[src/rtl/core/csf_pkg.sv]
// Shared types and constants of the current sense filter.
// Item structs, lane and merge control groups, sequencer states, register map.
// No dependencies.
package csf_pkg;

    localparam int CHANNELS      = 4;
    localparam int SAMPLE_BITS   = 12;
    localparam int CAL_SAMPLES   = 200;
    localparam int CAL_CNT_BITS  = 8;
    localparam int SUM_BITS      = 20;
    localparam int Q_FRAC        = 8;
    localparam int FILT_BITS     = SAMPLE_BITS + Q_FRAC;
    localparam int ALPHA_BITS    = 16;
    localparam int ALPHA_FRAC    = 16;
    localparam int GAIN_BITS     = 24;
    localparam int GAIN_SHIFT    = 24;
    localparam int OUT_BITS      = 18;
    localparam int MA_SUM_BITS   = OUT_BITS + $clog2(CHANNELS);
    localparam int POWER_BITS    = 38;
    localparam int CFG_IDX_BITS  = 2;
    localparam int CFG_DATA_BITS = 24;

    localparam logic [CFG_IDX_BITS-1:0] REG_ALPHA         = 2'd0;
    localparam logic [CFG_IDX_BITS-1:0] REG_CURRENT_GAIN  = 2'd1;
    localparam logic [CFG_IDX_BITS-1:0] REG_VOLTAGE_GAIN  = 2'd2;

    localparam logic [ALPHA_BITS-1:0] ALPHA_RESET = 16'd13107;
    localparam logic [GAIN_BITS-1:0]  GAIN_RESET  = 24'd65536;
    localparam logic [OUT_BITS-1:0]   OUT_MAX     = {OUT_BITS{1'b1}};

    typedef struct packed {
        logic                   mode;
        logic [SAMPLE_BITS-1:0] coil_sample_0;
        logic [SAMPLE_BITS-1:0] coil_sample_1;
        logic [SAMPLE_BITS-1:0] coil_sample_2;
        logic [SAMPLE_BITS-1:0] coil_sample_3;
        logic [SAMPLE_BITS-1:0] bus_sample;
    } csf_scan_t;

    typedef struct packed {
        logic [OUT_BITS-1:0]   current_ma_0;
        logic [OUT_BITS-1:0]   current_ma_1;
        logic [OUT_BITS-1:0]   current_ma_2;
        logic [OUT_BITS-1:0]   current_ma_3;
        logic [OUT_BITS-1:0]   bus_mv;
        logic [POWER_BITS-1:0] power_uw;
        logic                  cal_busy;
    } csf_result_t;

    typedef struct packed {
        logic load;
        logic prep;
        logic mult;
        logic accum;
        logic scale;
        logic upd;
        logic acc;
        logic latch;
    } csf_lane_ctrl_t;

    typedef struct packed {
        logic capture;
        logic emit;
    } csf_merge_ctrl_t;

    typedef enum logic [2:0] {
        CSF_IDLE,
        CSF_PREP,
        CSF_MULT,
        CSF_ACCUM,
        CSF_SCALE,
        CSF_MERGE,
        CSF_OUTPUT
    } csf_state_t;

endpackage

[src/rtl/core/csf_merge.sv]
// Merge stage: gathers the lane results, forms power and holds the result item.
// Uses csf_pkg; controlled by csf_ctrl.
module csf_merge (
    input  logic                                               clk,
    input  logic                                               rst_n,
    input  csf_pkg::csf_merge_ctrl_t                           ctrl,
    input  logic [csf_pkg::CHANNELS-1:0][csf_pkg::OUT_BITS-1:0] coil_ma,
    input  logic [csf_pkg::OUT_BITS-1:0]                       bus_mv,
    input  logic                                               cal_busy,
    input  logic                                               result_ready,
    output logic                                               result_valid,
    output csf_pkg::csf_result_t                               result
);

    localparam int OB = csf_pkg::OUT_BITS;
    localparam int PB = csf_pkg::POWER_BITS;
    localparam int MB = csf_pkg::MA_SUM_BITS;

    logic [csf_pkg::CHANNELS-1:0][OB-1:0] ma_reg;
    logic [OB-1:0]                        bus_reg;
    logic [MB-1:0]                        sum_reg, sum_next;
    logic                                 valid_reg, valid_next;
    csf_pkg::csf_result_t                 result_reg, result_next;

    always_comb
    begin
        sum_next = '0;
        for (int i = 0; i < csf_pkg::CHANNELS; i++)
        begin
            sum_next = sum_next + MB'(coil_ma[i]);
        end
    end

    always_comb
    begin
        result_next = result_reg;
        if (ctrl.emit)
        begin
            result_next.current_ma_0 = ma_reg[0];
            result_next.current_ma_1 = ma_reg[1];
            result_next.current_ma_2 = ma_reg[2];
            result_next.current_ma_3 = ma_reg[3];
            result_next.bus_mv       = bus_reg;
            // 18 x 20 bits fits the 38-bit field, so no saturation is needed
            result_next.power_uw     = PB'(bus_reg) * PB'(sum_reg);
            result_next.cal_busy     = cal_busy;
        end
        valid_next = ctrl.emit ? 1'b1 : (result_ready ? 1'b0 : valid_reg);
    end

    always_ff @(posedge clk)
    begin
        if (ctrl.capture)
        begin
            ma_reg  <= coil_ma;
            bus_reg <= bus_mv;
            sum_reg <= sum_next;
        end
        result_reg <= result_next;
    end

    always_ff @(posedge clk or negedge rst_n)
    begin
        if (!rst_n)
        begin
            valid_reg <= 1'b0;
        end
        else
        begin
            valid_reg <= valid_next;
        end
    end

    assign result_valid = valid_reg;
    assign result       = result_reg;

endmodule

[config.mk]
export PLATFORM = sky130hd
export DESIGN_NAME = csf_merge
export DESIGN_NICKNAME = d
export VERILOG_FILES = /design/src/rtl/core/csf_pkg.sv /design/src/rtl/core/csf_merge.sv
export SDC_FILE = /design/constraint.sdc
export NUM_CORES = 1
export LEC_CHECK = 0
export ABC_AREA = 1
export BUFFER_PORTS_ARGS = -buffer_cell sky130_fd_sc_hd__buf_2
export CAP_MARGIN = 10
export CORE_MARGIN = 1
export CORE_UTILIZATION = 50
export DETAILED_ROUTE_END_ITERATION = 10
export PLACE_DENSITY = 0.7
export SLEW_MARGIN = 20
export SYNTH_ARGS = -nofsm -noshare
export SYNTH_HDL_FRONTEND = slang
export SYNTH_SLANG_ARGS = --single-unit
[constraint.sdc]
create_clock -name clk -period 5.1 [get_ports clk]
set_input_delay 0.765 -clock clk [delete_from_list [all_inputs] [get_ports clk]]
set_output_delay 0.765 -clock clk [all_outputs]
set_load 0.01 [all_outputs]
After elaboration in Yosys (flattened, before gate mapping). Cells that the tools add are included.

Word-level logic and storage cells: 21. Output and inout bits: 130. Flip-flop bits (word level): 240. Input port bits: 96.

Reduce and logical (&&, ||, !) cells: 1. Muxes and demuxes: 2. Add/subtract/negate cells: 3. $mul: 1.

Operators by type and width (number): multiplier 18 x 20 -> 38 bit (1); adder 19 x 18 -> 20 bit (1); adder 20 x 18 -> 20 bit (1); adder 18 x 18 -> 19 bit (1); two-way mux 1 bit (2); nonzero test 2 bit (1).

Logic depth before layout (Yosys ltp).
Depth after elaboration: 3. Gate-level depth with buffers: 27. Depth with buffers taken out: 25.

Least setup slack after synthesis. Ideal clock, no wire load.

Path kind: register -> register. Start point: register sum_reg[7]. End point: register result_reg, in the netlist result[35] (data pin). Setup time: 252 ps. Stages on the path, launching flop included: 26. Buffers on the path: 2. Data arrival time: 5103 ps. Path slack: -255 ps. Required time: 4848 ps. Clock period less this slack: 5355 ps. Path through: edfxtp_1 > clkbuf_1 > clkbuf_1 > nand2_1 > fa_1 > inv_1 > fa_1 > inv_1 > fa_1 > inv_1 > fa_1 > fa_1 > inv_1 > fa_1 > inv_1 > ha_1 > nand2_1 > inv_1 > nand2_1 > inv_1 > a21oi_1 > nand2_2 > nand2_1 > nand2_1 > nand2_1 > nand2_1.

Word-level cells in the longest chain between the ends: 1.

RTL lines: from (decl) (RTL line csf_merge.sv:21) `logic [MB-1:0] sum_reg, sum_next;`; from (signal assigned) (RTL line csf_merge.sv:57) `sum_reg <= sum_next;`; multiplier 18 x 20 -> 38 bit (RTL line csf_merge.sv:45) `result_next.power_uw = PB'(bus_reg) * PB'(sum_reg);`; to (signal assigned) (RTL line csf_merge.sv:59) `result_reg <= result_next;`; to (decl) (RTL line csf_merge.sv:23) `csf_pkg::csf_result_t result_reg, result_next;`.

No other way between the ends. A chain may end at the register's enable or synchronous reset.

Final worst setup path.
Start point: register sum_reg[7]. End point: register result_reg, in the netlist result[37] (data pin).

Same word-level chain as after synthesis.

==> metrics.md <==
| Metric | Value |
|---|---|
| Status | complete, but fails checks |
| Failing checks | setup timing |
| Die H | roughly 210 um |
| GRT Overall Usage | 23.8% |
| # DRC | 0 |
| Clock sink total | 240 |
| Die area | about 44000 um2 |
| Slew Limit Headroom | 36.3% |
| Vias in the first global route | ~17000 |
| Count of flip-flops with a built-in enable after synthesis | ~240 |
| Buffers on Ports | roughly 230 |
| Largest net degree at the start of global routing | between 90 and 100 |
| Nets | approximately 3100 |
| Primary FF master, synth | edfxtp_1 |
| Initial DRC Count | around 720 |
| Yosys warning total | 0 |
| Maximum clock path buffer count | 3 |
| Routed WL per cell | about 15 um |
| Setup crit end kind | register |
| Worst-path fanout max | 5 |
| Die X | 209 um |
| Synthesis-to-layout area growth | 21.3% |
| Crit path arrival time | ~5.7 ns |
| Most common library cells after synthesis | nand2_1, inv_1, fa_1 |
| Yosys top cell area share | 33.4% |
| Reg-to-reg slack, setup | -0.22 ns |
| Total Wirelength | 48500 um |
| Total grt overflow | 0 |
| Reg2Reg Depth | 22 |
| Worst Path Required | roughly 5.4 ns |
| Crit path time final | ~5.3 ns |
| Mapped Nets | 2802 |
| Hold WC Path Type | input port to register |
| Fmax | 0.188 GHz |
| CP Class | register to register |
| Clock Pin Slew Worst Setup and Hold Paths | around 0.060 ns |
| CP max stage delay | just under 0.6 ns |
| Main area contributors after synthesis | edfxtp_1, fa_1, nand2_1, inv_1, ha_1 |
| Crit path cell chain | buf_6, nand2_2, inv_2, fa_1, inv_1, fa_2, fa_1, fa_2, inv_2, fa_1, fa_1, ha_4, buf_4, nand2_1, inv_2, nand2_2, nor3_2, nand2_1, nand2_2, nand2_2, nand3_1, nand2_1 |
| Final slew viol count | 0 |
| I/O Pins | between 200 and 250 |
| Routed Antenna Nets | 0 |
| Post-DP HPWL | a little under 40000 um |
| Diode count | 0 |
| GPL Wtd Cong | approximately 0.90 |
| TritonCTS clock tree | yes |
| Mapped cell area | 21500 um2 |
| Core Area | around 42000 um2 |
| Largest register FFs | between 100 and 150 |
| Final period utilization | 104% |
| RSZ-0062 raised after global routing | yes |
| Setup-failing EPs final | 23 |
| Reg-to-Reg End | result[37]$_DFFE_PP_ |
| Skew-Pair Late Insertion Delay | roughly 0.57 ns |
| R2R Path Start | sum_reg[7]$_DFFE_PP_ |
| Slowest stage cell, crit path | fa_2 |
| Initial antenna violation count | 1 |
| Hold path cells | 1 |
| Mean Syn Cell Area | 9.55 um2 |
| Seq cells post-synth | 240 |
| Via count | 15400 |
| Rows | 75 |
| Hold_sp | bus_mv[12] |
| Measured slew at the worst slew-check pin | 0.956 ns |
| Root buffer cell | clkbuf_16 |
| Multi-input gate area | between 10000 and 15000 um2 |
| Yosys cell types | 24 |
| Initial core utilization | between 50% and 60% |
| TritonCTS buffer count | 27 |
| Hold path endpoint | bus_reg[12]$_DFFE_PP_ |
| Layout cells sized above 1 | 23.0% |
| Count leader, synth | nand2_1 |
| Fillers | around 3500 |
| Synth Instances | roughly 2300 |
| Hold Vio Cnt, Final | 0 |
| First-pass GRT wire length | 82200 um |
| Clk_skew | 0.00882 ns |
| Post-synth ARST share | 0.417% |
| Dominant cell type by area after synthesis | edfxtp_1 |
| Worst setup margin | -0.223 ns |
| Seq/Total Area, Yosys | 33.5% |
| CP startpoint kind | register |
| Worst hold slack | 0.362 ns |
| Vias/cell | slightly below 5 |
| Max_cap viols | 0 |
| Fin util | approximately three fifths |
| Drt pass-1 iters | 5 |
| H-tree depth | 1 |
| Storage cell area | just over 7000 um2 |
[critical path: cells and delay by family, from the launching register on]
| kind | cells | cell delay (ns) |
|---|---|---|
| buffers and inverters | 6 | 0.49 |
| flip-flops | 1 | 0.50 |
| adder cells (fa/ha/maj) | 7 | 3.28 |
| AND/OR/NAND/NOR | 9 | 0.79 |
[area by class of cell]
cell class,instances,area share [%]
clock inverters,22,1.03
well taps,539,2.59
repair buffers,380,9.98
multi-input cells,1322,47.3
clock buffers,27,2.59
inverters,613,8.87
flip-flops and latches,240,27.6
[layout by cell type, fill, tap and decap left out, types with 2 or more instances in the layout]
master and instances:
inv_2 27, clkinvlp_4 2, nand4_1 5, o21bai_1 5, nor3_2 4, a21o_1 2, a21oi_2 13, a21oi_1 22
clkinv_2 6, clkbuf_16 27, xnor2_1 7, fa_2 10, nand3_2 5, buf_4 122, nand3_1 36, nand2_4 14
inv_4 4, inv_6 2, buf_2 223, inv_1 582, buf_6 14, nor3_1 2, fa_1 314, ha_2 2
buf_12 20, ha_4 16, ha_1 113, nor2_1 49, edfxtp_1 239, clkinv_1 4, o21ai_0 3, nand2_1 599
nor2_2 11, nand2_2 64, bufinv_16 5, xor2_1 19
[cells by family (layout without fill, tap and decap cells)]
logic type,count (synthesis),count (layout),share of synthesized area [%]
flip-flops,240,240,33.5
XOR/XNOR,27,27,1.10
adder cells (fa/ha/maj),455,455,37.8
buffers and inverters,689,1042,12.0
AO/OA/AOI/OAI,47,47,1.21
AND/OR/NAND/NOR,793,793,14.3
[worst max-delay path by stage]
stage | slack (ns) | to | cells after the start | start
after global placement | -0.34 | result[36]$_DFFE_PP_ | 22 | bus_reg[9]$_DFFE_PP_
after detailed placement | -0.37 | result[30]$_DFFE_PP_ | 24 | sum_reg[14]$_DFFE_PP_
after global routing | -0.44 | result[37]$_DFFE_PP_ | 22 | sum_reg[5]$_DFFE_PP_
after CTS | -0.19 | result[38]$_DFFE_PP_ | 23 | bus_reg[12]$_DFFE_PP_
final | -0.22 | result[37]$_DFFE_PP_ | 22 | sum_reg[7]$_DFFE_PP_
after floorplan | 0.002 | result[35]$_DFFE_PP_ | 23 | sum_reg[0]$_DFFE_PP_
[metrics by stage]
step                      worst slack (ns)  area [um2]  instances  TNS, ns
final                               -0.223       26100       3143    -2.74
after global placement              -0.337       24300       3076    -5.74
after floorplan                    0.00229       21600       2251        0
after global routing                -0.437       26100       3143    -7.98
after CTS                           -0.192       25800       3139    -2.80
after detailed placement            -0.366       24300       3076    -6.39
[layer usage]
metal,track usage [%],vias up,routed length (um)
li1,-,7250,-
met1,27.6,7602,18600
met2,43.4,412,25100
met3,4.19,132,2730
met4,9.41,2,2090
met5,0,-,13
[what timing repair did]
| item | 4_1_cts | 5_1_grt |
|---|---|---|
| pin swaps | 46 | 43 |
| setup buffers | 12 | 5 |
| resized for setup | 121 | 79 |
| gates cloned | 1 | 0 |
| endpoints found under the hold margin | 1 | 0 |
| setup endpoints to repair | 24 | 26 |
| hold buffers | 1 | 0 |
Power is left out: the tool's default activity adds up to more than one toggle a clock period on the data nets, which glitch-free logic cannot reach.
