===== src/rtl/core/csf_pkg.sv =====
// Shared types and constants of the current sense filter.
// Item structs, lane and merge control groups, sequencer states, register map.
// No dependencies.
package csf_pkg;

    localparam int CHANNELS      = 4;
    localparam int SAMPLE_BITS   = 12;
    localparam int CAL_SAMPLES   = 200;
    localparam int CAL_CNT_BITS  = 8;
    localparam int SUM_BITS      = 20;
    localparam int Q_FRAC        = 8;
    localparam int FILT_BITS     = SAMPLE_BITS + Q_FRAC;
    localparam int ALPHA_BITS    = 16;
    localparam int ALPHA_FRAC    = 16;
    localparam int GAIN_BITS     = 24;
    localparam int GAIN_SHIFT    = 24;
    localparam int OUT_BITS      = 18;
    localparam int MA_SUM_BITS   = OUT_BITS + $clog2(CHANNELS);
    localparam int POWER_BITS    = 38;
    localparam int CFG_IDX_BITS  = 2;
    localparam int CFG_DATA_BITS = 24;

    localparam logic [CFG_IDX_BITS-1:0] REG_ALPHA         = 2'd0;
    localparam logic [CFG_IDX_BITS-1:0] REG_CURRENT_GAIN  = 2'd1;
    localparam logic [CFG_IDX_BITS-1:0] REG_VOLTAGE_GAIN  = 2'd2;

    localparam logic [ALPHA_BITS-1:0] ALPHA_RESET = 16'd13107;
    localparam logic [GAIN_BITS-1:0]  GAIN_RESET  = 24'd65536;
    localparam logic [OUT_BITS-1:0]   OUT_MAX     = {OUT_BITS{1'b1}};

    typedef struct packed {
        logic                   mode;
        logic [SAMPLE_BITS-1:0] coil_sample_0;
        logic [SAMPLE_BITS-1:0] coil_sample_1;
        logic [SAMPLE_BITS-1:0] coil_sample_2;
        logic [SAMPLE_BITS-1:0] coil_sample_3;
        logic [SAMPLE_BITS-1:0] bus_sample;
    } csf_scan_t;

    typedef struct packed {
        logic [OUT_BITS-1:0]   current_ma_0;
        logic [OUT_BITS-1:0]   current_ma_1;
        logic [OUT_BITS-1:0]   current_ma_2;
        logic [OUT_BITS-1:0]   current_ma_3;
        logic [OUT_BITS-1:0]   bus_mv;
        logic [POWER_BITS-1:0] power_uw;
        logic                  cal_busy;
    } csf_result_t;

    typedef struct packed {
        logic load;
        logic prep;
        logic mult;
        logic accum;
        logic scale;
        logic upd;
        logic acc;
        logic latch;
    } csf_lane_ctrl_t;

    typedef struct packed {
        logic capture;
        logic emit;
    } csf_merge_ctrl_t;

    typedef enum logic [2:0] {
        CSF_IDLE,
        CSF_PREP,
        CSF_MULT,
        CSF_ACCUM,
        CSF_SCALE,
        CSF_MERGE,
        CSF_OUTPUT
    } csf_state_t;

endpackage


===== src/rtl/core/csf_ctrl.sv =====
// Sequencer of the current sense filter and the calibration scan counter.
// Uses csf_pkg; drives the lanes and the merge stage.
module csf_ctrl #(
    parameter int CAL_SAMPLES = csf_pkg::CAL_SAMPLES
) (
    input  logic                      clk,
    input  logic                      rst_n,
    input  logic                      scan_valid,
    input  logic                      mode,
    input  logic                      out_free,
    output logic                      scan_ready,
    output csf_pkg::csf_lane_ctrl_t   coil_ctrl,
    output csf_pkg::csf_lane_ctrl_t   bus_ctrl,
    output csf_pkg::csf_merge_ctrl_t  merge_ctrl,
    output logic                      cal_busy
);

    localparam int CB = csf_pkg::CAL_CNT_BITS;

    csf_pkg::csf_state_t state_reg, state_next;
    logic [CB-1:0]       count_reg, count_next;
    logic                mode_reg, mode_next;
    logic                latch_reg, latch_next;
    logic [CB-1:0]       count_inc;
    logic                accept;

    assign accept    = (state_reg == csf_pkg::CSF_IDLE) && scan_valid;
    assign count_inc = count_reg + CB'(1);
    assign cal_busy  = (count_reg != '0);

    always_comb
    begin
        state_next = state_reg;
        unique case (state_reg)
            csf_pkg::CSF_IDLE:   if (scan_valid) state_next = csf_pkg::CSF_PREP;
            csf_pkg::CSF_PREP:   state_next = csf_pkg::CSF_MULT;
            csf_pkg::CSF_MULT:   state_next = csf_pkg::CSF_ACCUM;
            csf_pkg::CSF_ACCUM:  state_next = csf_pkg::CSF_SCALE;
            csf_pkg::CSF_SCALE:  state_next = csf_pkg::CSF_MERGE;
            csf_pkg::CSF_MERGE:  state_next = csf_pkg::CSF_OUTPUT;
            csf_pkg::CSF_OUTPUT: if (out_free) state_next = csf_pkg::CSF_IDLE;
            default:             state_next = csf_pkg::CSF_IDLE;
        endcase
    end

    always_comb
    begin
        scan_ready         = 1'b0;
        coil_ctrl          = '0;
        merge_ctrl         = '0;
        unique case (state_reg)
            csf_pkg::CSF_IDLE:
            begin
                scan_ready     = 1'b1;
                coil_ctrl.load = scan_valid;
            end
            csf_pkg::CSF_PREP:   coil_ctrl.prep  = 1'b1;
            csf_pkg::CSF_MULT:   coil_ctrl.mult  = 1'b1;
            csf_pkg::CSF_ACCUM:  coil_ctrl.accum = 1'b1;
            csf_pkg::CSF_SCALE:  coil_ctrl.scale = 1'b1;
            csf_pkg::CSF_MERGE:  merge_ctrl.capture = 1'b1;
            csf_pkg::CSF_OUTPUT: merge_ctrl.emit = out_free;
            default:             scan_ready = 1'b0;
        endcase
        coil_ctrl.upd   = !mode_reg;
        coil_ctrl.acc   = mode_reg;
        coil_ctrl.latch = latch_reg;
        // bus lane never calibrates, so its offset stays at zero
        bus_ctrl        = coil_ctrl;
        bus_ctrl.acc    = 1'b0;
        bus_ctrl.latch  = 1'b0;
    end

    always_comb
    begin
        count_next = count_reg;
        mode_next  = mode_reg;
        latch_next = latch_reg;
        if (accept)
        begin
            mode_next  = mode;
            latch_next = 1'b0;
            if (mode)
            begin
                if (count_inc >= CB'(CAL_SAMPLES))
                begin
                    count_next = '0;
                    latch_next = 1'b1;
                end
                else
                begin
                    count_next = count_inc;
                end
            end
        end
    end

    always_ff @(posedge clk or negedge rst_n)
    begin
        if (!rst_n)
        begin
            state_reg <= csf_pkg::CSF_IDLE;
            count_reg <= '0;
            mode_reg  <= 1'b0;
            latch_reg <= 1'b0;
        end
        else
        begin
            state_reg <= state_next;
            count_reg <= count_next;
            mode_reg  <= mode_next;
            latch_reg <= latch_next;
        end
    end

endmodule


===== config.mk =====
export PLATFORM = sky130hd
export DESIGN_NAME = csf_ctrl
export DESIGN_NICKNAME = d
export VERILOG_FILES = /design/src/rtl/core/csf_pkg.sv /design/src/rtl/core/csf_ctrl.sv
export SDC_FILE = /design/constraint.sdc
export NUM_CORES = 1
export LEC_CHECK = 0
export ABC_AREA = 1
export BUFFER_PORTS_ARGS = -buffer_cell sky130_fd_sc_hd__buf_2
export CORE_ASPECT_RATIO = 0.8
export CORE_MARGIN = 2
export CORE_UTILIZATION = 40
export CTS_CLUSTER_DIAMETER = 30
export DETAILED_ROUTE_END_ITERATION = 8
export PLACE_DENSITY = 0.69
export SETUP_SLACK_MARGIN = 0.5
export SKIP_CTS_REPAIR_TIMING = 1
export SYNTH_ARGS = -nofsm -noshare
export SYNTH_HDL_FRONTEND = slang
export SYNTH_SLANG_ARGS = --single-unit

===== constraint.sdc =====
create_clock -name clk -period 1.56 [get_ports clk]
set_clock_uncertainty 0.1 [all_clocks]
set_input_delay 0.234 -clock clk [delete_from_list [all_inputs] [get_ports clk]]
set_output_delay 0.234 -clock clk [all_outputs]
set_load 0.1 [all_outputs]

# Yosys cells after proc, flatten, opt, wreduce, memory -nomap -nowiden
# Index checks and enable logic that the tools add are counted.
[totals] in_bits=5 output_inout_bits=20 latchBits=0 n_memories=0 reg_bits=13 rom_bits=0 mem_bits_rw=0
[op_classes] eq_ne=8 muxes=14 bitwise=0 reduce_logical=6 order_cmp=1 addsub=1 shift=0 n_mul=0 n_div=0
[ops] cell="one-hot mux 3 bit (7 select lines)" n=1
[ops] cell="2-to-1 mux 1 bit" n=10
[ops] cell="== test 3 bit (second input constant)" n=3
[ops] cell="adder 8 x 1 -> 8 bit (second input constant)" n=1
[ops] cell=">= comparator 8 bit (second input constant)" n=1
[ops] cell="2-to-1 mux 8 bit" n=1
[ops] cell="nonzero test 8 bit" n=1
[ops] cell="== test 3 x 2 -> 1 bit (second input constant)" n=2
[ops] cell="2-to-1 mux 3 bit" n=2
[ops] cell="inequality test 2 bit (second input constant)" n=2
[ops] cell="AND reduction 2 bit" n=2
[ops] cell="== test 3 x 1 -> 1 bit (second input constant)" n=1
[ops] cell="zero test 3 bit" n=1
[ops] cell="logical AND 1 bit" n=1
[ops] cell="zero test 1 bit" n=1

# Depth between registers and ports, before layout
[depth] ltp_word=4 mapped_depth=10 depth_no_buf=10

# Worst setup path after synthesis
# No wires, ideal clock.
[synth_path] path_type="reg-to-output" start="reg state_reg[0]" end="out bus_ctrl[7] (netlist bit)" required_ns=1.226 path_slack_ns=-1.269 stages_incl_launch_ff=7 n_path_buf=1 arrival_ns=2.495 cell_sequence="dfrtp_1 > nor2_1 > inv_1 > nor2_1 > nand2_1 > inv_1 > buf_4"
[synth_rtl] element="start, declared" line="csf_ctrl.sv:20" text="csf_pkg::csf_state_t state_reg, state_next;"
[synth_rtl] element="start signal, assigned" line="csf_ctrl.sv:102" text="state_reg <= csf_pkg::CSF_IDLE;"
[synth_rtl] element="start signal, assigned" line="csf_ctrl.sv:109" text="state_reg <= state_next;"
[synth_rtl] element="end, declared" line="csf_ctrl.sv:13" text="output csf_pkg::csf_lane_ctrl_t bus_ctrl,"

==> results by group <==
CTS
  – H-tree depth: 1
  – Clk sink count: 13
  – Clock transition at path regs: 0.08 ns
  – Clk root buf: clkbuf_4
  – Clock latency on the worst-skew pair: 0.28 ns
  – TritonCTS Buffers: 3
  – CTS max path bufs: 2
  – CTS tree: done

STA
  – Final hold violation count: 0
  – Min cycle time layout: 1.73 ns
  – Hold_ws: 0.0596 ns
  – F_max: 577 MHz
  – Max Slew Vio Count: 0
  – RSZ-0062 raised after global routing: yes
  – Final WS setup: -0.173 ns
  – Final worst path period share: 111%
  – Setup TNS Final: -1.34 ns
  – Final Setup Violations: 17

Synth
  – Most used DFF post-synth: dfrtp_1
  – Area leader, netlist: dfrtp_1
  – Post-synthesis sequential area ratio: 35.9%
  – Syn Inst Count: 132
  – Ys async rst share: 100%
  – Ys Warns: 0
  – Seq cells post-synth: 13
  – Yosys cell types: 23
  – Number of synthesized flops with an enable pin: 0
  – Mapped Area: 907 µm²
  – Yosys top cell area share: 35.9%
  – Syn_area_per_cell: 6.87 µm²
  – Ranking of synthesized cells by area: dfrtp_1, nand2_1, buf_4

Critical path
  – WS Path Type: reg -> out
  – CP bufs+invs: 3
  – CP Max Fanout: 6
  – CP endpoint kind: primary output
  – Critical-path top delay cell: dfrtp_2
  – Worst EP arrival: 1.40 ns
  – CP max stage delay: 0.48 ns
  – Crit start category: flip-flop
  – Worst EP required: 1.23 ns
  – Critical path's top delay family: flip-flops
  – Crit path cell chain: nor2_4 -> inv_4 -> nor2_4 -> nand2_2 -> inv_4 -> buf_12

Floorplanning
  – Chip height: 46.6 µm
  – Core Footprint: 2160 µm²
  – Io pins: 25
  – Die W: 57.2 µm
  – Row cnt: 15
  – Initial Util: 42.0%
  – Die footprint: 2670 µm²

Detailed routing
  – Initial DRC count: 19
  – Routed length per instance: 13.0 µm
  – Drt total wl: 2.43 mm
  – Vias: 943
  – Drt pass-1 iters: 4
  – DRC Markers: 0
  – Antenna viol nets, final: 0
  – Post-DR vias/cell: 5.04

Final layout
  – Fillers: 147
  – Share of layout cells above drive strength 1: 54.3%
  – Area grow syn2layout: 72.8%
  – Post-route insts no fill: 187
  – Diode count: 0
  – NumNets Final: 170
  – Max FFs per register: 8

Global routing
  – Vias in the first global route: 734
  – Gr usage total: 16.1%
  – Initial antenna violation count: 0
  – Grt ovf: 0
  – Largest net degree at the start of global routing: 16
  – First-pass GRT wire length: 3.20 mm

Worst hold path
  – Hold Crit Class: in -> reg

Job
  – Total of max-cap violations: 0

Place
  – DP Wirelength: 1.49 mm
  – Setup WS pre-CTS: -0.0537 ns
  – Final weighted congestion in routability-driven placement: 0.801
  – Port bufs: 22
  – Placed insts: 171

Run status
  – Failing checks: setup timing
  – Status: finished with violations
## synth_stat cells (2+ instances only)
master and number:
buf_4 12, a21oi_1 3, o21ai_0 4, nand2_2 3, ha_1 2, dfrtp_1 13, nor2_1 15, nand3_1 7
nand4_1 4, inv_1 20, nand2_1 37
## path summary, 6_finish.rpt
check,endpoint,slack (ns),startpoint,depth (start not counted)
max in group asynchronous,state_reg[2],0.84,rst_n,2
worst min-delay path,state_reg[2],0.06,out_free,2
worst min register to register,count_reg[7],0.41,count_reg[7],2
min in group asynchronous,count_reg[6],0.26,rst_n,2
worst max-delay path,coil_ctrl[7],-0.17,state_reg[0],6
worst max register to register,count_reg[4],-0.01,count_reg[1],10
## area by class of cell
class                      instances  area [µm²]  share of cell area, %
inverter                          21        90.1                   5.75
sequential                        13         337                   21.5
multi-input combinational         86         553                   35.3
timing repair buffer              38         531                   33.8
tap                               25        31.3                   2.00
clock buffer                       4        26.3                   1.68
## logic make-up (layout without fill, tap and decap cells)
| group | count (synthesis) | count (layout) | share of synthesized area, % |
|---|---|---|---|
| AO/OA/AOI/OAI | 10 | 10 | 6.35 |
| XOR/XNOR | 1 | 1 | 0.966 |
| adder cells (fa/ha/maj) | 2 | 2 | 2.76 |
| buffers and inverters | 34 | 63 | 19.2 |
| flip-flops | 13 | 13 | 35.9 |
| other | 1 | 2 | 0.413 |
| AND/OR/NAND/NOR | 71 | 71 | 34.5 |
## layer usage
layer / vias to the layer above / track usage, % / routed length, µm
met5: - / 0 / 0
met4: 0 / 4.19 / 56
met3: 8 / 5.90 / 104
met2: 31 / 24.6 / 1240
met1: 439 / 21.8 / 1030
li1: 465 / - / -
## cells in the final DEF (no fill, tap or decap), types with 2 or more instances in the layout
master	synthesis	layout
nor2_4	1	10
nand4_1	4	4
buf_4	12	10
buf_6	0	4
nor2_2	1	3
o21ai_1	0	3
nand3_1	7	6
nand3_2	1	2
buf_2	1	4
a21oi_1	3	3
buf_12	0	19
conb_1	1	2
inv_1	20	15
nor2_1	15	4
inv_4	0	3
nand2_4	0	2
nand2_1	37	25
inv_2	1	2
dfrtp_2	0	9
dfrtp_1	13	4
nand2_2	3	13
clkbuf_4	0	3
## through the flow
step	util, %	cell area, µm²
global placement	59.7	1290
CTS	60.9	1310
detailed placement	59.7	1290
floorplan	-	1080
finish	72.6	1570
global route	72.6	1570
Power is left out: the tool's default activity adds up to more than one toggle a clock period on the data nets, which glitch-free logic cannot reach.
