<file path="config.mk">
export PLATFORM = sky130hd
export DESIGN_NAME = csf_lane
export DESIGN_NICKNAME = d
export VERILOG_FILES = /design/src/rtl/core/csf_pkg.sv /design/src/rtl/core/csf_lane.sv
export SDC_FILE = /design/constraint.sdc
export NUM_CORES = 2
export LEC_CHECK = 0
export ABC_CLOCK_PERIOD_IN_PS = 11400
export BUFFER_PORTS_ARGS = -buffer_cell sky130_fd_sc_hd__buf_2
export CORE_ASPECT_RATIO = 1.25
export CORE_UTILIZATION = 36
export CTS_BUF_LIST = sky130_fd_sc_hd__clkbuf_16
export DETAILED_ROUTE_END_ITERATION = 10
export PLACE_DENSITY = 0.51
export SLEW_MARGIN = 20
export SYNTH_ARGS = -nofsm -noshare
export SYNTH_HDL_FRONTEND = slang
export SYNTH_SLANG_ARGS = --single-unit
</file>
<file path="constraint.sdc">
create_clock -name clk -period 11.4 [get_ports clk]
set_input_delay 2.85 -clock clk [delete_from_list [all_inputs] [get_ports clk]]
set_output_delay 2.85 -clock clk [all_outputs]
set_load 0.01 [all_outputs]
</file>
<file path="src/rtl/core/csf_pkg.sv">
// Shared types and constants of the current sense filter.
// Item structs, lane and merge control groups, sequencer states, register map.
// No dependencies.
package csf_pkg;

    localparam int CHANNELS      = 4;
    localparam int SAMPLE_BITS   = 12;
    localparam int CAL_SAMPLES   = 200;
    localparam int CAL_CNT_BITS  = 8;
    localparam int SUM_BITS      = 20;
    localparam int Q_FRAC        = 8;
    localparam int FILT_BITS     = SAMPLE_BITS + Q_FRAC;
    localparam int ALPHA_BITS    = 16;
    localparam int ALPHA_FRAC    = 16;
    localparam int GAIN_BITS     = 24;
    localparam int GAIN_SHIFT    = 24;
    localparam int OUT_BITS      = 18;
    localparam int MA_SUM_BITS   = OUT_BITS + $clog2(CHANNELS);
    localparam int POWER_BITS    = 38;
    localparam int CFG_IDX_BITS  = 2;
    localparam int CFG_DATA_BITS = 24;

    localparam logic [CFG_IDX_BITS-1:0] REG_ALPHA         = 2'd0;
    localparam logic [CFG_IDX_BITS-1:0] REG_CURRENT_GAIN  = 2'd1;
    localparam logic [CFG_IDX_BITS-1:0] REG_VOLTAGE_GAIN  = 2'd2;

    localparam logic [ALPHA_BITS-1:0] ALPHA_RESET = 16'd13107;
    localparam logic [GAIN_BITS-1:0]  GAIN_RESET  = 24'd65536;
    localparam logic [OUT_BITS-1:0]   OUT_MAX     = {OUT_BITS{1'b1}};

    typedef struct packed {
        logic                   mode;
        logic [SAMPLE_BITS-1:0] coil_sample_0;
        logic [SAMPLE_BITS-1:0] coil_sample_1;
        logic [SAMPLE_BITS-1:0] coil_sample_2;
        logic [SAMPLE_BITS-1:0] coil_sample_3;
        logic [SAMPLE_BITS-1:0] bus_sample;
    } csf_scan_t;

    typedef struct packed {
        logic [OUT_BITS-1:0]   current_ma_0;
        logic [OUT_BITS-1:0]   current_ma_1;
        logic [OUT_BITS-1:0]   current_ma_2;
        logic [OUT_BITS-1:0]   current_ma_3;
        logic [OUT_BITS-1:0]   bus_mv;
        logic [POWER_BITS-1:0] power_uw;
        logic                  cal_busy;
    } csf_result_t;

    typedef struct packed {
        logic load;
        logic prep;
        logic mult;
        logic accum;
        logic scale;
        logic upd;
        logic acc;
        logic latch;
    } csf_lane_ctrl_t;

    typedef struct packed {
        logic capture;
        logic emit;
    } csf_merge_ctrl_t;

    typedef enum logic [2:0] {
        CSF_IDLE,
        CSF_PREP,
        CSF_MULT,
        CSF_ACCUM,
        CSF_SCALE,
        CSF_MERGE,
        CSF_OUTPUT
    } csf_state_t;

endpackage

</file>
<file path="src/rtl/core/csf_lane.sv">
// One channel lane: offset calibration, Q8 single-pole IIR and gain scaling.
// Uses csf_pkg; sequenced by csf_ctrl through a csf_lane_ctrl_t group.
module csf_lane #(
    parameter int CAL_SAMPLES = csf_pkg::CAL_SAMPLES
) (
    input  logic                                clk,
    input  logic                                rst_n,
    input  csf_pkg::csf_lane_ctrl_t             ctrl,
    input  logic [csf_pkg::SAMPLE_BITS-1:0]     sample,
    input  logic [csf_pkg::ALPHA_BITS-1:0]      alpha,
    input  logic [csf_pkg::GAIN_BITS-1:0]       gain,
    output logic [csf_pkg::OUT_BITS-1:0]        scaled
);

    localparam int SB        = csf_pkg::SAMPLE_BITS;
    localparam int FB        = csf_pkg::FILT_BITS;
    localparam int SUMB      = csf_pkg::SUM_BITS;
    localparam int PROD_BITS = FB + 1 + csf_pkg::ALPHA_BITS + 1;
    localparam int SCALE_BITS = FB + csf_pkg::GAIN_BITS;
    // floor(sum / CAL_SAMPLES) as a multiply by a rounded-up reciprocal
    localparam int DIV_SHIFT = SUMB + $clog2(CAL_SAMPLES);
    localparam int QUOT_BITS = SUMB + DIV_SHIFT + 1;
    localparam logic [DIV_SHIFT:0] DIV_MULT =
        (DIV_SHIFT + 1)'(((64'd1 << DIV_SHIFT) + 64'(CAL_SAMPLES) - 64'd1)
                         / 64'(CAL_SAMPLES));

    logic [SB-1:0]                sample_reg, sample_next;
    logic [SB-1:0]                offset_reg, offset_next;
    logic [SUMB-1:0]              sum_reg, sum_next;
    logic [FB-1:0]                y_reg, y_next;
    logic signed [FB:0]           diff_reg, diff_next;
    logic signed [PROD_BITS-1:0]  prod_reg, prod_next;
    logic [QUOT_BITS-1:0]         quot_reg, quot_next;
    logic [SCALE_BITS-1:0]        scale_reg, scale_next;

    logic [SB-1:0]                above;
    logic [FB-1:0]                target;
    logic signed [PROD_BITS-1:0]  step;

    always_comb
    begin
        above  = (sample_reg > offset_reg) ? sample_reg - offset_reg : '0;
        target = {above, {csf_pkg::Q_FRAC{1'b0}}};
        // arithmetic shift rounds the step toward minus infinity
        step   = prod_reg >>> csf_pkg::ALPHA_FRAC;

        sample_next = ctrl.load ? sample : sample_reg;
        offset_next = offset_reg;
        sum_next    = sum_reg;
        y_next      = y_reg;
        diff_next   = diff_reg;
        prod_next   = prod_reg;
        quot_next   = quot_reg;
        scale_next  = scale_reg;

        if (ctrl.prep && ctrl.upd)
        begin
            diff_next = $signed({1'b0, target}) - $signed({1'b0, y_reg});
        end
        if (ctrl.prep && ctrl.acc)
        begin
            sum_next = sum_reg + SUMB'(sample_reg);
        end
        if (ctrl.mult && ctrl.upd)
        begin
            prod_next = diff_reg * $signed({1'b0, alpha});
        end
        if (ctrl.mult && ctrl.latch)
        begin
            quot_next = QUOT_BITS'(sum_reg) * QUOT_BITS'(DIV_MULT);
        end
        if (ctrl.accum && ctrl.upd)
        begin
            y_next = y_reg + step[FB-1:0];
        end
        if (ctrl.accum && ctrl.latch)
        begin
            offset_next = quot_reg[DIV_SHIFT +: SB];
            sum_next    = '0;
        end
        if (ctrl.scale)
        begin
            scale_next = SCALE_BITS'(y_reg) * SCALE_BITS'(gain);
        end
    end

    always_ff @(posedge clk or negedge rst_n)
    begin
        if (!rst_n)
        begin
            offset_reg <= '0;
            sum_reg    <= '0;
            y_reg      <= '0;
        end
        else
        begin
            offset_reg <= offset_next;
            sum_reg    <= sum_next;
            y_reg      <= y_next;
        end
    end

    always_ff @(posedge clk)
    begin
        sample_reg <= sample_next;
        diff_reg   <= diff_next;
        prod_reg   <= prod_next;
        quot_reg   <= quot_next;
        scale_reg  <= scale_next;
    end

    always_comb
    begin
        if (|scale_reg[SCALE_BITS-1 : csf_pkg::GAIN_SHIFT + csf_pkg::OUT_BITS])
        begin
            scaled = csf_pkg::OUT_MAX;
        end
        else
        begin
            scaled = scale_reg[csf_pkg::GAIN_SHIFT +: csf_pkg::OUT_BITS];
        end
    end

endmodule

</file>
== Word level (Yosys, flattened, before mapping) ==
Cells that the tools add are included.

* Bits in registers: 204
* Output and inout bits: 18

* Add/sub/neg operators: 4
* Multiply operators: 3
* $lt $le $gt $ge: 1
* Multiplexer cells: 4
* Reductions and logical operators: 8

{| class="wikitable"
|+ Operators by type and width
! cell !! count
|-
| 20-bit by 24-bit multiplier with 44-bit output || 1
|-
| 20-bit 2-to-1 mux || 2
|-
| 20-bit by 20-bit multiplier with 39-bit output, second input constant || 1
|-
| 21-bit by 17-bit multiplier with 36-bit output || 1
|-
| 20-bit by 20-bit subtractor with 21-bit output || 1
|-
| 20-bit by 12-bit adder with 20-bit output || 1
|-
| 20-bit adder || 1
|-
| 18-bit 2-to-1 mux || 1
|-
| 12-bit > comparator || 1
|-
| 12-bit 2-to-1 mux || 1
|-
| 12-bit subtractor || 1
|-
| 1-bit logical AND || 6
|-
| 2-bit nonzero test || 1
|-
| 2-bit OR reduction || 1
|}

== Logic depth before layout (Yosys ltp) ==
* Word-level depth: 3
* Depth in mapped cells: 29
* Mapped depth without buffers: 27

== Least setup slack after synthesis ==
No wires, ideal clock.

* Path type: input to register
* Start: input gain[10] in the netlist's numbering
* End: register scale_reg[42] (data pin)
* Setup time: 0.258 ns
* Arrival time: 9.111 ns
* Required time: 11.142 ns
* Setup slack: 2.032 ns
* Stages: 25
* Cells stage by stage: clkbuf_1 > and2_1 > fa_1 > inv_1 > fa_1 > fa_1 > fa_1 > inv_1 > fa_1 > fa_1 > inv_1 > fa_1 > inv_1 > ha_1 > a211oi_1 > o22a_1 > nand2_1 > o21ai_1 > a31oi_1 > a211o_1 > o311a_4 > a41oi_4 > o211ai_1 > a21oi_1 > xnor2_1

* Longest elaborated chain between the ends: 1

{| class="wikitable"
|+ Ends and longest elaborated chain
! what !! line !! source
|-
| from (decl) || csf_lane.sv:11 || <nowiki>input logic [csf_pkg::GAIN_BITS-1:0] gain,</nowiki>
|-
| 20-bit by 24-bit multiplier with 44-bit output || csf_lane.sv:83 || <nowiki>scale_next = SCALE_BITS'(y_reg) * SCALE_BITS'(gain);</nowiki>
|-
| to (signal assigned) || csf_lane.sv:109 || <nowiki>scale_reg <= scale_next;</nowiki>
|-
| to (decl) || csf_lane.sv:34 || <nowiki>logic [SCALE_BITS-1:0] scale_reg, scale_next;</nowiki>
|}

Every way passes these cells.
A chain may end at the register's enable or synchronous reset.

== Worst setup path in the final report ==
* Start: input gain[10] in the netlist's numbering
* End: register scale_reg[43] (data pin)

Same word-level chain as after synthesis.

==> summary.txt <==
Global route
  • Vias in the first global route: 30430
  • GRT Util Overall: 0.1870
  • Initial antenna violation count: 5
  • Largest net degree at the start of global routing: 53
  • Grt ovf: 0
  • First-pass GRT wire length: 164400 um

Logic synthesis
  • Synth Warn #: 0
  • Syn avg cell area: 9.577 sq um
  • Post-synth top area share: 0.4269
  • EDFF count, synth: 85
  • Register bit count reported by yosys: between 100 and 150
  • Post-synthesis sequential area ratio: 0.09579
  • Ys flop type: edfxtp_1
  • Ys async rst share: 0.3796
  • Post-synthesis cell type count: 56
  • Yosys top cell by area: fa_1
  • Synthesized instance count: 4201
  • Largest cells by area after synthesis: fa_1 43%, ha_1 16%, inv_1 9.4%
  • Syn_nets: 5634
  • Syn Std Cell Area: 40230 sq um

Drt
  • Final ANT Viol Nets: 0
  • 1st-iter DRT viols: 957
  • First-pass DRT Iterations: 8
  • Drt via density: 4.781
  • Final wirelength: 100400 um
  • WL/cell: roughly 18 um
  • DRC Markers: 8
  • Via count: about 27000

Final layout
  • Area growth, synth to finish: 5.869%
  • Nets@finish: 5591
  • Most frequent cells in the layout: 1012 x inv_1, 858 x fa_1, 513 x ha_1, 508 x nand2_1, 392 x and2_1
  • Fillers: 11190
  • Fraction of layout cells with a size suffix above 1: 0.03380
  • Most common cell after layout, fill and taps aside: inv_1
  • Max reg flops: 21

Place
  • Post-DP HPWL: 83040 um
  • Gp weighted congestion: about 0.86
  • Input/output buffers: 79

Setup path
  • Worst r2r src: y_reg[3]$_DFFE_PN0P_
  • CP Launch Type: input pin
  • Reg2reg end: scale_reg[43]$_DFFE_PP_
  • End of the critical path: scale_reg[43]$_DFFE_PP_
  • Setup CP Type: in2reg
  • CP Max Fanout: 20
  • Critical Path AT: approximately 9.8 ns
  • Critical Path RT: about 12 ns
  • Crit. End Element: register
  • Worst reg2reg path depth: 27
  • Reg-to-reg slack, setup: roughly 3.4 ns
  • Crit. Startpoint: gain[10]

Floorplanning
  • Ports: 80
  • Row count: around 140
  • Initial core utilization: 0.3643
  • Die area: between 100000 and 150000 sq um
  • Core ar.: 110400 sq um
  • Die Wd: between 300 and 400 um
  • Die Y: 375.8 um

Clocking
  • Root buf cell: clkbuf_16
  • Post_cts resized: 0
  • Latest clock arrival within the worst-skew pair: 0.44 ns
  • Post-CTS Setup Bufs: 0
  • CTS tree: yes
  • Clock sinks: 137
  • Hold_buf cts: 0
  • Htree depth: 4
  • Longest Clk Path Bufs: 2
  • Register clock-pin slew on the reported worst setup and hold paths: 0.07 ns
  • CTS Buf Count: 17

STA
  • Fin crit share: 0.8446
  • Worst slew pin tran: 1.008 ns
  • RSZ-0062 raised after global routing: no
  • Setup-failing EPs final: 0
  • Setup TNS: 0 ns
  • Fmax: 103.9 MHz
  • Final min period: 9.628 ns
  • Pins over their slew limit: 0
  • Max-slew headroom: 0.3278
  • Endpoints failing hold: 0
  • Clock skew: 0.01641 ns

Job
  • Max-cap viol count: 0

Run status
  • Status: complete, but fails checks
  • Failing checks: DRC

Hold path
  • Hold WC Path Type: reg2reg
-- critical path: stages --
cell	delay, ns
buf_2	0.23
and2_1	0.24
fa_1	0.53
inv_1	0.05
fa_1	0.55
fa_1	0.46
fa_1	0.57
inv_1	0.06
fa_1	0.45
fa_1	0.48
inv_1	0.05
fa_1	0.47
inv_1	0.04
ha_1	0.29
a211oi_1	0.25
o22a_1	0.17
nand2_1	0.06
o21ai_1	0.24
a31oi_1	0.29
a211o_1	0.39
o311a_4	0.35
a41oi_4	0.28
o21ai_2	0.11
o41ai_2	0.24
xnor2_1	0.10
-- cell type report --
| class | instances | area, sq um | area share |
|---|---|---|---|
| Sequential cell | 137 | 3854 | 0.09048 |
| Multi-Input combinational cell | 2889 | 31970 | 0.7505 |
| Antenna cell | 3 | 7.507 | 0.0001763 |
| Timing Repair Buffer | 102 | 568.0 | 0.01334 |
| Clock buffer | 17 | 425.4 | 0.009988 |
| Inverter | 1011 | 3795 | 0.08910 |
| Clock inverter | 15 | 163.9 | 0.003848 |
| Tap cell | 1449 | 1813 | 0.04257 |
-- cells by family after synthesis --
family	Yosys count	synth area share
AOI/OAI and AO/OA	295	0.04737
xor gates and xnor gates	120	0.02612
adders and majority gates	1371	0.5865
buffers and inverters	1175	0.1097
DFF	137	0.09579
muxes	1	0.0002799
and+or+nand+nor	1102	0.1343
-- stage by stage --
| step | util | hold WS (ns) | cell area, sq um | instances | setup slack (ns) |
|---|---|---|---|---|---|
| final | 0.3857 | 0.4509 | 42590 | 5623 | 1.772 |
| after global routing | 0.3857 | 0.4855 | 42590 | 5622 | 1.348 |
| after CTS | 0.3856 | 0.4537 | 42580 | 5620 | 1.712 |
| after detailed placement | 0.3803 | 0.4421 | 41990 | 5588 | 1.255 |
| after global placement | 0.3803 | 0.4355 | 41990 | 5588 | 1.235 |
| after floorplan | - | 0.4260 | 40230 | 4201 | 2.032 |
-- cells in the mapped netlist, types with 6 or more instances --
cell type,count
inv_1,1011
xnor2_1,81
a21oi_1,87
a211oi_1,19
and2_1,393
nor2b_1,14
a21o_1,34
fa_1,858
a21boi_0,9
ha_1,513
xor2_1,39
o21bai_1,13
or3_1,22
nor3_1,19
o21a_1,13
o21ai_0,66
nand4_1,14
nand2_1,508
a211o_1,6
nand2b_1,10
edfxtp_1,85
a31oi_1,6
clkbuf_1,159
and3_1,12
nor2_1,78
o31ai_1,10
dfrtp_1,52
nand3_1,17
-- routing by layer --
metal	wire [um]	global-route usage	vias to the layer above
met5	0	0	-
met4	3293	0.06235	0
met3	1689	0.009246	127
met2	55520	0.3590	305
met1	39890	0.2185	13940
li1	-	-	12510
-- worst min path at each step --
stage	start	end	slack, ns	cells after the start
after floorplan	quot_reg[38]$_DFFE_PP_	offset_reg[10]$_DFFE_PN0P_	0.43	2
after global placement	quot_reg[37]$_DFFE_PP_	offset_reg[9]$_DFFE_PN0P_	0.44	2
after detailed placement	quot_reg[29]$_DFFE_PP_	offset_reg[1]$_DFFE_PN0P_	0.44	2
after CTS	quot_reg[29]$_DFFE_PP_	offset_reg[1]$_DFFE_PN0P_	0.45	2
after global routing	quot_reg[38]$_DFFE_PP_	offset_reg[10]$_DFFE_PN0P_	0.49	2
final	quot_reg[29]$_DFFE_PP_	offset_reg[1]$_DFFE_PN0P_	0.45	2
Power is left out: the tool's default activity adds up to more than one toggle a clock period on the data nets, which glitch-free logic cannot reach.
